[config.mk]
export PLATFORM = sky130hd
export DESIGN_NAME = sorted_wakeup_timer_queue
export DESIGN_NICKNAME = d
export VERILOG_FILES = /design/src/rtl/swtq_pkg.sv /design/src/rtl/swtq_ram.sv /design/src/rtl/swtq_wake_calc.sv /design/src/rtl/sorted_wakeup_timer_queue.sv
export SDC_FILE = /design/constraint.sdc
export NUM_CORES = 2
export LEC_CHECK = 0
export BUFFER_PORTS_ARGS = -buffer_cell sky130_fd_sc_hd__buf_2
export CAP_MARGIN = 20
export CORE_UTILIZATION = 55
export DETAILED_ROUTE_END_ITERATION = 6
export GPL_TIMING_DRIVEN = 0
export PLACE_DENSITY = 0.74
export SETUP_SLACK_MARGIN = 0.05
export SLEW_MARGIN = 20
export SYNTH_ARGS = -nofsm -noshare
export SYNTH_HDL_FRONTEND = slang
export SYNTH_HIERARCHICAL = 1
export SYNTH_SLANG_ARGS = --single-unit
[constraint.sdc]
create_clock -name clk -period 6.8 [get_ports clk]
set_clock_uncertainty 0.1 [all_clocks]
set_input_delay 0.68 -clock clk [delete_from_list [all_inputs] [get_ports clk]]
set_output_delay 0.68 -clock clk [all_outputs]
set_load 0.01 [all_outputs]
[src/rtl/swtq_pkg.sv]
package swtq_pkg;

	localparam int ENTRIES_DEF = 16;
	localparam int MAX_RESULTS = 16;
	localparam int TIME_W = 32;
	localparam int TAG_W = 8;
	localparam int DELAY_W = 16;
	localparam logic [TIME_W-1:0] SAT_TIME = 32'hFFFF_FFFE;
	localparam logic [TIME_W-1:0] TPS_RESET = 32'd1000000;

	localparam logic ACT_INSERT = 1'b0;
	localparam logic ACT_TICK = 1'b1;

	typedef enum logic [2:0] {
		STAT_INSERTED = 3'd0,
		STAT_REJ_NEG = 3'd1,
		STAT_REJ_FULL = 3'd2,
		STAT_WOKEN = 3'd3,
		STAT_IDLE = 3'd4
	} status_t;

	typedef struct packed {
		logic action;
		logic [TIME_W-1:0] now_time;
		logic signed [DELAY_W-1:0] delay_seconds;
		logic [TAG_W-1:0] owner_tag;
	} in_item_t;

	typedef struct packed {
		status_t status;
		logic [TAG_W-1:0] woken_tag;
		logic last;
	} out_item_t;

	typedef struct packed {
		logic [TIME_W-1:0] wake;
		logic [TAG_W-1:0] tag;
	} entry_t;

	typedef enum logic [3:0] {
		S_IDLE,
		S_MUL,
		S_ADD,
		S_INS_RD,
		S_INS_CMP,
		S_SCAN_RD,
		S_SCAN_CMP,
		S_SCAN_END,
		S_POP_RD,
		S_POP_EMIT,
		S_EMIT
	} state_t;

endpackage

[src/rtl/swtq_ram.sv]
module swtq_ram #(
	parameter int DEPTH = swtq_pkg::ENTRIES_DEF,
	localparam int AW = $clog2(DEPTH)
) (
	input logic clk,
	input logic we,
	input logic [AW-1:0] waddr,
	input swtq_pkg::entry_t wdata,
	input logic re,
	input logic [AW-1:0] raddr,
	output swtq_pkg::entry_t rdata
);

	swtq_pkg::entry_t mem_q [DEPTH];
	swtq_pkg::entry_t rdata_q;

	always_ff @(posedge clk) begin
		if (we) begin
			mem_q[waddr] <= wdata;
		end
	end

	// Read data holds until the next read is issued.
	always_ff @(posedge clk) begin
		if (re) begin
			rdata_q <= mem_q[raddr];
		end
	end

	assign rdata = rdata_q;

endmodule

[src/rtl/swtq_wake_calc.sv]
module swtq_wake_calc (
	input logic clk,
	input logic [swtq_pkg::TIME_W-1:0] now_time,
	input logic [swtq_pkg::DELAY_W-2:0] delay_mag,
	input logic [swtq_pkg::TIME_W-1:0] ticks_per_second,
	output logic [swtq_pkg::TIME_W-1:0] wake_time
);

	localparam int PW = swtq_pkg::TIME_W + swtq_pkg::DELAY_W - 1;

	logic [PW-1:0] prod_s1;
	logic [swtq_pkg::TIME_W-1:0] now_s1;
	logic [PW:0] sum;
	logic [swtq_pkg::TIME_W-1:0] wake_s2;

	assign sum = {1'b0, prod_s1} + (PW+1)'(now_s1);

	always_ff @(posedge clk) begin
		prod_s1 <= PW'(delay_mag) * PW'(ticks_per_second);
		now_s1 <= now_time;
	end

	// The all-ones time is never stored, so the sum saturates one below it.
	always_ff @(posedge clk) begin
		if (sum > (PW+1)'(swtq_pkg::SAT_TIME)) begin
			wake_s2 <= swtq_pkg::SAT_TIME;
		end else begin
			wake_s2 <= sum[swtq_pkg::TIME_W-1:0];
		end
	end

	assign wake_time = wake_s2;

endmodule

[src/rtl/sorted_wakeup_timer_queue.sv]
// Sorted wakeup timer queue. Holds up to ENTRIES sleep requests in a ring buffer kept in
// ascending wake-time order; a new entry goes ahead of entries with an equal wake time. An
// insert computes now_time + delay_seconds * ticks_per_second (saturated at 0xFFFFFFFE) and
// returns one result; a tick returns the tags of every due head entry, up to 16, with last
// set on the final one, or a single "nothing due" result. One item is processed at a time,
// and in_stall is high while it is in progress. The memory has one registered read port, so
// each step of the walk issues a read and then uses the returned entry: an insert moves up
// each entry that sorts after the new one, and a tick scans the due head entries and then
// reads each again to report it, waiting while the output stalls. A rejected insert goes
// straight to its result. The store needs no clearing pass after reset: only slots below the
// entry count are ever read. ticks_per_second may be written through the configuration port
// at any time the block is idle; cfg_ready is always high.
module sorted_wakeup_timer_queue #(
	parameter int ENTRIES = swtq_pkg::ENTRIES_DEF
) (
	input logic clk,
	input logic arst_n,
	input logic in_valid,
	output logic in_stall,
	input swtq_pkg::in_item_t in_data,
	output logic out_valid,
	input logic out_stall,
	output swtq_pkg::out_item_t out_data,
	input logic cfg_valid,
	output logic cfg_ready,
	input logic [swtq_pkg::TIME_W-1:0] cfg_data
);

	localparam int AW = $clog2(ENTRIES);
	localparam int CW = $clog2(ENTRIES + 1);

	swtq_pkg::state_t state_q, state_d;
	swtq_pkg::in_item_t item_q, item_d;
	swtq_pkg::status_t res_q, res_d;
	logic [CW-1:0] count_q, count_d;
	logic [CW-1:0] idx_q, idx_d;
	logic [CW-1:0] n_q, n_d;
	logic [AW-1:0] head_q, head_d;
	logic [swtq_pkg::TIME_W-1:0] tps_q;

	logic out_valid_q;
	swtq_pkg::out_item_t out_q, out_d;
	logic out_load;
	logic out_free;

	logic ram_we, ram_re;
	logic [AW-1:0] ram_waddr, ram_raddr;
	swtq_pkg::entry_t ram_wdata, ram_rdata, new_entry;

	logic [swtq_pkg::TIME_W-1:0] wake_time;
	logic [swtq_pkg::TIME_W-1:0] cmp_a, cmp_b;
	logic cmp_le;

	function automatic logic [AW-1:0] phys(input logic [AW-1:0] head, input logic [CW-1:0] lg);
		logic [CW:0] s;
		s = (CW+1)'(head) + (CW+1)'(lg);
		if (s >= (CW+1)'(ENTRIES)) begin
			s = s - (CW+1)'(ENTRIES);
		end
		return s[AW-1:0];
	endfunction

	swtq_wake_calc u_calc (
		.clk (clk),
		.now_time (item_q.now_time),
		.delay_mag (item_q.delay_seconds[swtq_pkg::DELAY_W-2:0]),
		.ticks_per_second (tps_q),
		.wake_time (wake_time)
	);

	swtq_ram #(.DEPTH(ENTRIES)) u_ram (
		.clk (clk),
		.we (ram_we),
		.waddr (ram_waddr),
		.wdata (ram_wdata),
		.re (ram_re),
		.raddr (ram_raddr),
		.rdata (ram_rdata)
	);

	// One comparator serves both walks: an insert shifts an entry up while the new wake
	// time is at or before it, and a tick counts entries due at or before now_time.
	always_comb begin
		if (item_q.action == swtq_pkg::ACT_INSERT) begin
			cmp_a = wake_time;
			cmp_b = ram_rdata.wake;
		end else begin
			cmp_a = ram_rdata.wake;
			cmp_b = item_q.now_time;
		end
	end
	assign cmp_le = cmp_a <= cmp_b;

	assign new_entry.wake = wake_time;
	assign new_entry.tag = item_q.owner_tag;
	assign out_free = !out_valid_q || !out_stall;

	always_comb begin
		state_d = state_q;
		item_d = item_q;
		res_d = res_q;
		count_d = count_q;
		idx_d = idx_q;
		n_d = n_q;
		head_d = head_q;
		in_stall = 1'b1;
		out_load = 1'b0;
		out_d.status = res_q;
		out_d.woken_tag = '0;
		out_d.last = 1'b1;
		ram_we = 1'b0;
		ram_waddr = phys(head_q, idx_q);
		ram_wdata = new_entry;
		ram_re = 1'b0;
		ram_raddr = phys(head_q, idx_q);
		unique case (state_q)
			swtq_pkg::S_IDLE: begin
				in_stall = 1'b0;
				if (in_valid) begin
					item_d = in_data;
					if (in_data.action == swtq_pkg::ACT_INSERT) begin
						priority if (in_data.delay_seconds[swtq_pkg::DELAY_W-1]) begin
							res_d = swtq_pkg::STAT_REJ_NEG;
							state_d = swtq_pkg::S_EMIT;
						end else if (count_q == CW'(ENTRIES)) begin
							res_d = swtq_pkg::STAT_REJ_FULL;
							state_d = swtq_pkg::S_EMIT;
						end else begin
							state_d = swtq_pkg::S_MUL;
						end
					end else begin
						n_d = '0;
						state_d = swtq_pkg::S_SCAN_RD;
					end
				end
			end
			swtq_pkg::S_MUL: begin
				state_d = swtq_pkg::S_ADD;
			end
			swtq_pkg::S_ADD: begin
				idx_d = count_q;
				state_d = swtq_pkg::S_INS_RD;
			end
			swtq_pkg::S_INS_RD: begin
				if (idx_q == '0) begin
					ram_we = 1'b1;
					count_d = count_q + 1'b1;
					res_d = swtq_pkg::STAT_INSERTED;
					state_d = swtq_pkg::S_EMIT;
				end else begin
					ram_re = 1'b1;
					ram_raddr = phys(head_q, idx_q - 1'b1);
					state_d = swtq_pkg::S_INS_CMP;
				end
			end
			swtq_pkg::S_INS_CMP: begin
				ram_we = 1'b1;
				if (cmp_le) begin
					ram_wdata = ram_rdata;
					idx_d = idx_q - 1'b1;
					state_d = swtq_pkg::S_INS_RD;
				end else begin
					count_d = count_q + 1'b1;
					res_d = swtq_pkg::STAT_INSERTED;
					state_d = swtq_pkg::S_EMIT;
				end
			end
			swtq_pkg::S_SCAN_RD: begin
				if (n_q == count_q || 32'(n_q) == swtq_pkg::MAX_RESULTS) begin
					state_d = swtq_pkg::S_SCAN_END;
				end else begin
					ram_re = 1'b1;
					ram_raddr = phys(head_q, n_q);
					state_d = swtq_pkg::S_SCAN_CMP;
				end
			end
			swtq_pkg::S_SCAN_CMP: begin
				if (cmp_le) begin
					n_d = n_q + 1'b1;
					state_d = swtq_pkg::S_SCAN_RD;
				end else begin
					state_d = swtq_pkg::S_SCAN_END;
				end
			end
			swtq_pkg::S_SCAN_END: begin
				if (n_q == '0) begin
					res_d = swtq_pkg::STAT_IDLE;
					state_d = swtq_pkg::S_EMIT;
				end else begin
					idx_d = '0;
					state_d = swtq_pkg::S_POP_RD;
				end
			end
			swtq_pkg::S_POP_RD: begin
				ram_re = 1'b1;
				state_d = swtq_pkg::S_POP_EMIT;
			end
			swtq_pkg::S_POP_EMIT: begin
				out_d.status = swtq_pkg::STAT_WOKEN;
				out_d.woken_tag = ram_rdata.tag;
				out_d.last = (idx_q + 1'b1) == n_q;
				if (out_free) begin
					out_load = 1'b1;
					if (out_d.last) begin
						head_d = phys(head_q, n_q);
						count_d = count_q - n_q;
						state_d = swtq_pkg::S_IDLE;
					end else begin
						idx_d = idx_q + 1'b1;
						state_d = swtq_pkg::S_POP_RD;
					end
				end
			end
			swtq_pkg::S_EMIT: begin
				if (out_free) begin
					out_load = 1'b1;
					state_d = swtq_pkg::S_IDLE;
				end
			end
			default: begin
				state_d = swtq_pkg::S_IDLE;
			end
		endcase
	end

	always_ff @(posedge clk or negedge arst_n) begin
		if (!arst_n) begin
			state_q <= swtq_pkg::S_IDLE;
			count_q <= '0;
			head_q <= '0;
			out_valid_q <= 1'b0;
			tps_q <= swtq_pkg::TPS_RESET;
		end else begin
			state_q <= state_d;
			count_q <= count_d;
			head_q <= head_d;
			if (out_load) begin
				out_valid_q <= 1'b1;
			end else if (!out_stall) begin
				out_valid_q <= 1'b0;
			end
			if (cfg_valid && cfg_ready) begin
				tps_q <= cfg_data;
			end
		end
	end

	always_ff @(posedge clk) begin
		item_q <= item_d;
		res_q <= res_d;
		idx_q <= idx_d;
		n_q <= n_d;
		if (out_load) begin
			out_q <= out_d;
		end
	end

	assign out_valid = out_valid_q;
	assign out_data = out_q;
	assign cfg_ready = 1'b1;

	a_count_bound: assert property (@(posedge clk) disable iff (!arst_n)
		count_q <= CW'(ENTRIES))
		else $error("entry count exceeds capacity");

	a_head_bound: assert property (@(posedge clk) disable iff (!arst_n)
		32'(head_q) < ENTRIES)
		else $error("head pointer out of range");

	a_done_with_result: assert property (@(posedge clk) disable iff (!arst_n)
		(state_q != swtq_pkg::S_IDLE ##1 state_q == swtq_pkg::S_IDLE) |-> out_valid_q)
		else $error("transaction finished without a result");

	a_grow_on_insert: assert property (@(posedge clk) disable iff (!arst_n)
		(count_q != $past(count_q)) |->
			($past(state_q) == swtq_pkg::S_INS_RD || $past(state_q) == swtq_pkg::S_INS_CMP
			|| $past(state_q) == swtq_pkg::S_POP_EMIT))
		else $error("entry count changed outside insert or removal");

	a_reject_keeps_count: assert property (@(posedge clk) disable iff (!arst_n)
		(in_valid && !in_stall && in_data.action == swtq_pkg::ACT_INSERT
			&& in_data.delay_seconds[swtq_pkg::DELAY_W-1]) |=> count_q == $past(count_q))
		else $error("rejected insert changed the queue");

endmodule
==> impl_metrics.sql <==
INSERT INTO impl_metrics (metric_group, metric, value, unit) VALUES
('clocking', 'clockBufferDepth', '3', ''),
('routing', 'drc', '0', ''),
('timing', 'final_cycle_share', '98.8', '%'),
('floorplanning', 'start_util', '55.7', '%'),
('setup_path', 'critPathLaunch', 'item_q[22]', ''),
('hold_path', 'worstHoldPathType', 'in2reg', ''),
('clocking', 'clk_transition_reported_paths', '60', 'ps'),
('setup_path', 'startpoint_type', 'register', ''),
('yosys', 'ys_async_sr_fraction', '5.01', '%'),
('yosys', 'synth_top_cell_area_share', '43.0', '%'),
('yosys', 'mappedNetlistNets', '4598', ''),
('yosys', 'yosys-top-cells-area', 'sky130_fd_sc_hd__edfxtp_1 43%, sky130_fd_sc_hd__fa_1 15%, sky130_fd_sc_hd__ha_1 4.6%', ''),
('timing', 'setup_viol', '0', ''),
('placement', 'io_buffer_count', '106', ''),
('timing', 'final_slew_violations', '0', ''),
('setup_path', 'worst-endpoint-required', '7260', 'ps'),
('floorplanning', 'chipWidth', '313', 'µm'),
('layout', 'area_growth_syn_to_layout', '13.9', '%'),
('clocking', 'cts_tree', 'yes', ''),
('clocking', 'clock-sinks', '918', ''),
('routing', 'post_drt_wl_per_cell', '25.6', 'µm'),
('placement', 'place_worst_setup_slack', '-942', 'ps'),
('setup_path', 'critical_path.reg2reg.startpoint', 'item_q[22]', ''),
('timing', 'worst_slew_margin_rel', '28.2', '%'),
('global_routing', 'antenna_found_initial', '3', ''),
('clocking', 'clockRootBuffer', 'sky130_fd_sc_hd__clkbuf_16', ''),
('floorplanning', 'floorplan.core_area', '0.0954', 'mm²'),
('timing', 'final.min_clock_period', '6720', 'ps'),
('routing', 'vias_per_cell', '6.02', ''),
('setup_path', 'worst_setup_path_end_kind', 'register', ''),
('global_routing', 'grt_pass1_vias', '35200', ''),
('layout', 'fillerInstances', '6976', ''),
('yosys', 'synthDistinctLibCells', '92', ''),
('floorplanning', 'io_pins', '109', ''),
('setup_path', 'r2r_cells', '22', ''),
('run', 'max_cap_violations', '0', ''),
('setup_path', 'critPathKind', 'reg2reg', ''),
('timing', 'clock.fmax', '149', 'MHz'),
('setup_path', 'crit_path_end', 'u_calc/prod_s1[41]', ''),
('yosys', 'ys.flop_type', 'sky130_fd_sc_hd__edfxtp_1', ''),
('timing', 'grt_setup_unrepaired', 'yes', ''),
('global_routing', 'grt_first_pass_wirelength', '214000', 'µm'),
('clocking', 'clock_insertion_delay_worst_skew', '700', 'ps'),
('global_routing', 'global_route.overflow_total', '0', ''),
('floorplanning', 'num_rows', '113', ''),
('layout', 'drive_above_1_share', '18.4', '%'),
('yosys', 'synth.ff_latch_count', '918', ''),
('floorplanning', 'die_height', '313', 'µm'),
('placement', 'place_hpwl', '101000', 'µm'),
('yosys', 'synth_seq_area_share', '49.3', '%'),
('global_routing', 'groute.usage.overall', '29.6', '%'),
('setup_path', 'cp_max_fo', '10', ''),
('yosys', 'synth-warning-count', '6', ''),
('layout', 'num-nets-final', '4900', ''),
('floorplanning', 'design.die.area', '0.0980', 'mm²'),
('routing', 'route.vias.total', '33500', ''),
('clocking', 'tritoncts.num_buffers', '95', ''),
('run_status', 'status', 'complete, no violations', ''),
('setup_path', 'worst_ep_arrival_time', '7180', 'ps'),
('global_routing', 'grt_start_max_net_pins', '47', ''),
('routing', 'drtIter0Drc', '3289', ''),
('setup_path', 'r2r_end', 'u_calc/prod_s1[41]', ''),
('clocking', 'cts_htree_levels', '3', ''),
('yosys', 'synth-edff-count', '761', ''),
('timing', 'hold_viol_final', '0', ''),
('yosys', 'syn_area', '0.0532', 'mm²'),
('layout', 'antenna-diode-count', '0', ''),
('routing', 'antenna_left', '0', ''),
('placement', 'gp_congestion', '0.958', ''),
('routing', 'first_pass_iters', '6', ''),
('yosys', 'synth_top_area_cell', 'sky130_fd_sc_hd__edfxtp_1', ''),
('timing', 'finalWorstSetupSlack', '84.4', 'ps'),
('routing', 'drt_wl_total', '142000', 'µm'),
('yosys', 'post_synth_inst_count', '3917', ''),
('timing', 'fin_setup_tns', '0', 'ps'),
('yosys', 'synthesis.area_per_instance', '13.6', 'µm²'),
('setup_path', 'worst-r2r-setup-slack', '80', 'ps'),
('timing', 'worst-slew-pin-transition', '1080', 'ps');
## cell families after synthesis
logic type	share of synthesized area, %
AO/OA/AOI/OAI	5.89
XOR/XNOR	1.66
adder cells (fa/ha/maj)	19.4
buffers and inverters	4.87
flip-flops	49.3
multiplexers	10.2
other	0.00705
AND/OR/NAND/NOR	8.73
## worst max-delay path, cell delays in order, from the launching register on
cell and delay [ps]:
sky130_fd_sc_hd__edfxtp_1 500, sky130_fd_sc_hd__clkbuf_4 290, sky130_fd_sc_hd__and2_1 190, sky130_fd_sc_hd__fa_1 490, sky130_fd_sc_hd__fa_1 470, sky130_fd_sc_hd__fa_1 550, sky130_fd_sc_hd__fa_1 510, sky130_fd_sc_hd__fa_1 520
sky130_fd_sc_hd__inv_1 70, sky130_fd_sc_hd__fa_2 620, sky130_fd_sc_hd__inv_2 60, sky130_fd_sc_hd__ha_4 270, sky130_fd_sc_hd__nand4_1 170, sky130_fd_sc_hd__nor2_2 170, sky130_fd_sc_hd__buf_4 140, sky130_fd_sc_hd__and3_1 150
sky130_fd_sc_hd__o211ai_1 80, sky130_fd_sc_hd__o211ai_1 260, sky130_fd_sc_hd__a31oi_2 200, sky130_fd_sc_hd__nor3b_2 320, sky130_fd_sc_hd__nand2_1 120, sky130_fd_sc_hd__o21a_1 210, sky130_fd_sc_hd__xnor2_1 120
## worst min path at each step
stage / from / slack [ps] / to / cells after the start
finish: in_data[10] / 50 / item_q[10] / 1
global route: in_data[10] / 30 / item_q[10] / 1
CTS: in_data[10] / 10 / item_q[10] / 1
detailed placement: item_q[31] / 290 / u_calc/now_s1[7] / 0
global placement: item_q[31] / 300 / u_calc/now_s1[7] / 0
floorplan: item_q[24] / 240 / u_calc/now_s1[0] / 0
## flip-flops by register name, summed over array words and instances, names as in the netlist, 5 cells and up
signal	flops
u_ram/rdata	40
count_q	5
out_data	12
n_q	5
u_calc/wake_time	32
u_calc/now_s1	32
u_ram/mem_q	640
tps_q	32
u_calc/prod_s1	47
idx_q	5
item_q	56
## layout make-up
cell class | count | area, µm² | share of cell area (%)
buffer | 179 | 1250 | 2.06
clock buffer | 114 | 2580 | 4.25
clock inverter | 62 | 729 | 1.20
inverter | 430 | 1610 | 2.66
multi-input combinational | 2389 | 24800 | 41.0
sequential | 918 | 26200 | 43.3
tap | 1265 | 1580 | 2.61
timing repair buffer | 206 | 1800 | 2.96
## cells in the mapped netlist, drive strengths merged (55+ instances only)
library cell,instances
o21ai,74
a22oi,82
mux4,160
fa,393
nand2,382
buf,55
nor2,97
edfxtp,761
a21oi,118
inv,430
clkbuf,125
xnor2,64
ha,194
mux2,108
and2,283
dfxtp,111
## placed cells by master, fill, tap and decap left out, types with 12 or more instances in the layout
cell	n
sky130_fd_sc_hd__edfxtp_1	761
sky130_fd_sc_hd__inv_1	428
sky130_fd_sc_hd__fa_1	386
sky130_fd_sc_hd__nand2_1	381
sky130_fd_sc_hd__and2_1	281
sky130_fd_sc_hd__ha_1	178
sky130_fd_sc_hd__buf_2	134
sky130_fd_sc_hd__a21oi_1	111
sky130_fd_sc_hd__dfxtp_1	111
sky130_fd_sc_hd__mux2_2	104
sky130_fd_sc_hd__clkbuf_16	101
sky130_fd_sc_hd__mux4_2	100
sky130_fd_sc_hd__buf_4	84
sky130_fd_sc_hd__nor2_1	82
sky130_fd_sc_hd__a22oi_1	82
sky130_fd_sc_hd__o21ai_0	66
sky130_fd_sc_hd__clkbuf_1	64
sky130_fd_sc_hd__xnor2_1	63
sky130_fd_sc_hd__mux4_1	60
sky130_fd_sc_hd__mux2i_1	37
sky130_fd_sc_hd__xor2_1	37
sky130_fd_sc_hd__a21o_1	37
sky130_fd_sc_hd__nand4_1	32
sky130_fd_sc_hd__nand3_1	30
sky130_fd_sc_hd__dfrtp_1	30
sky130_fd_sc_hd__buf_6	22
sky130_fd_sc_hd__nor3_1	22
sky130_fd_sc_hd__buf_16	20
sky130_fd_sc_hd__clkbuf_2	19
sky130_fd_sc_hd__clkbuf_4	18
sky130_fd_sc_hd__nor2b_1	16
sky130_fd_sc_hd__and3_1	16
sky130_fd_sc_hd__clkinv_1	16
sky130_fd_sc_hd__buf_12	16
sky130_fd_sc_hd__o21bai_1	15
sky130_fd_sc_hd__clkinv_2	15
sky130_fd_sc_hd__a211oi_1	14
sky130_fd_sc_hd__bufinv_16	14
sky130_fd_sc_hd__nor2_4	12
## metrics by stage
step | hold WS [ps] | std cells | utilization [%] | cell area [µm²]
2_1_floorplan | 242 | 3917 | - | 53200
3_3_place_gp | 303 | 5288 | 58.0 | 55300
3_5_place_dp | 285 | 5338 | 59.0 | 56300
4_1_cts | 12.1 | 5533 | 62.9 | 60100
5_1_grt | 26.2 | 5563 | 63.5 | 60600
6_report | 54.2 | 5563 | 63.5 | 60600
## routing by layer
| layer | share of wire (%) | global-route usage (%) |
|---|---|---|
| met4 | 5.6 | 15.2 |
| met5 | 0.0091 | 0 |
| met2 | 49 | 50.1 |
| met3 | 7.9 | 5.13 |
| met1 | 37 | 36.5 |
## repair_timing
item                       in CTS  in global routing
hold endpoints to repair       39                  0
pin swaps                       8                 37
gates resized for setup       124                139
setup buffers                  17                 30
setup endpoints to repair      25                 16
hold buffers                    1                  0
cloned                          1                  1
Power is left out: the tool's default activity adds up to more than one toggle a clock period on the data nets, which glitch-free logic cannot reach.
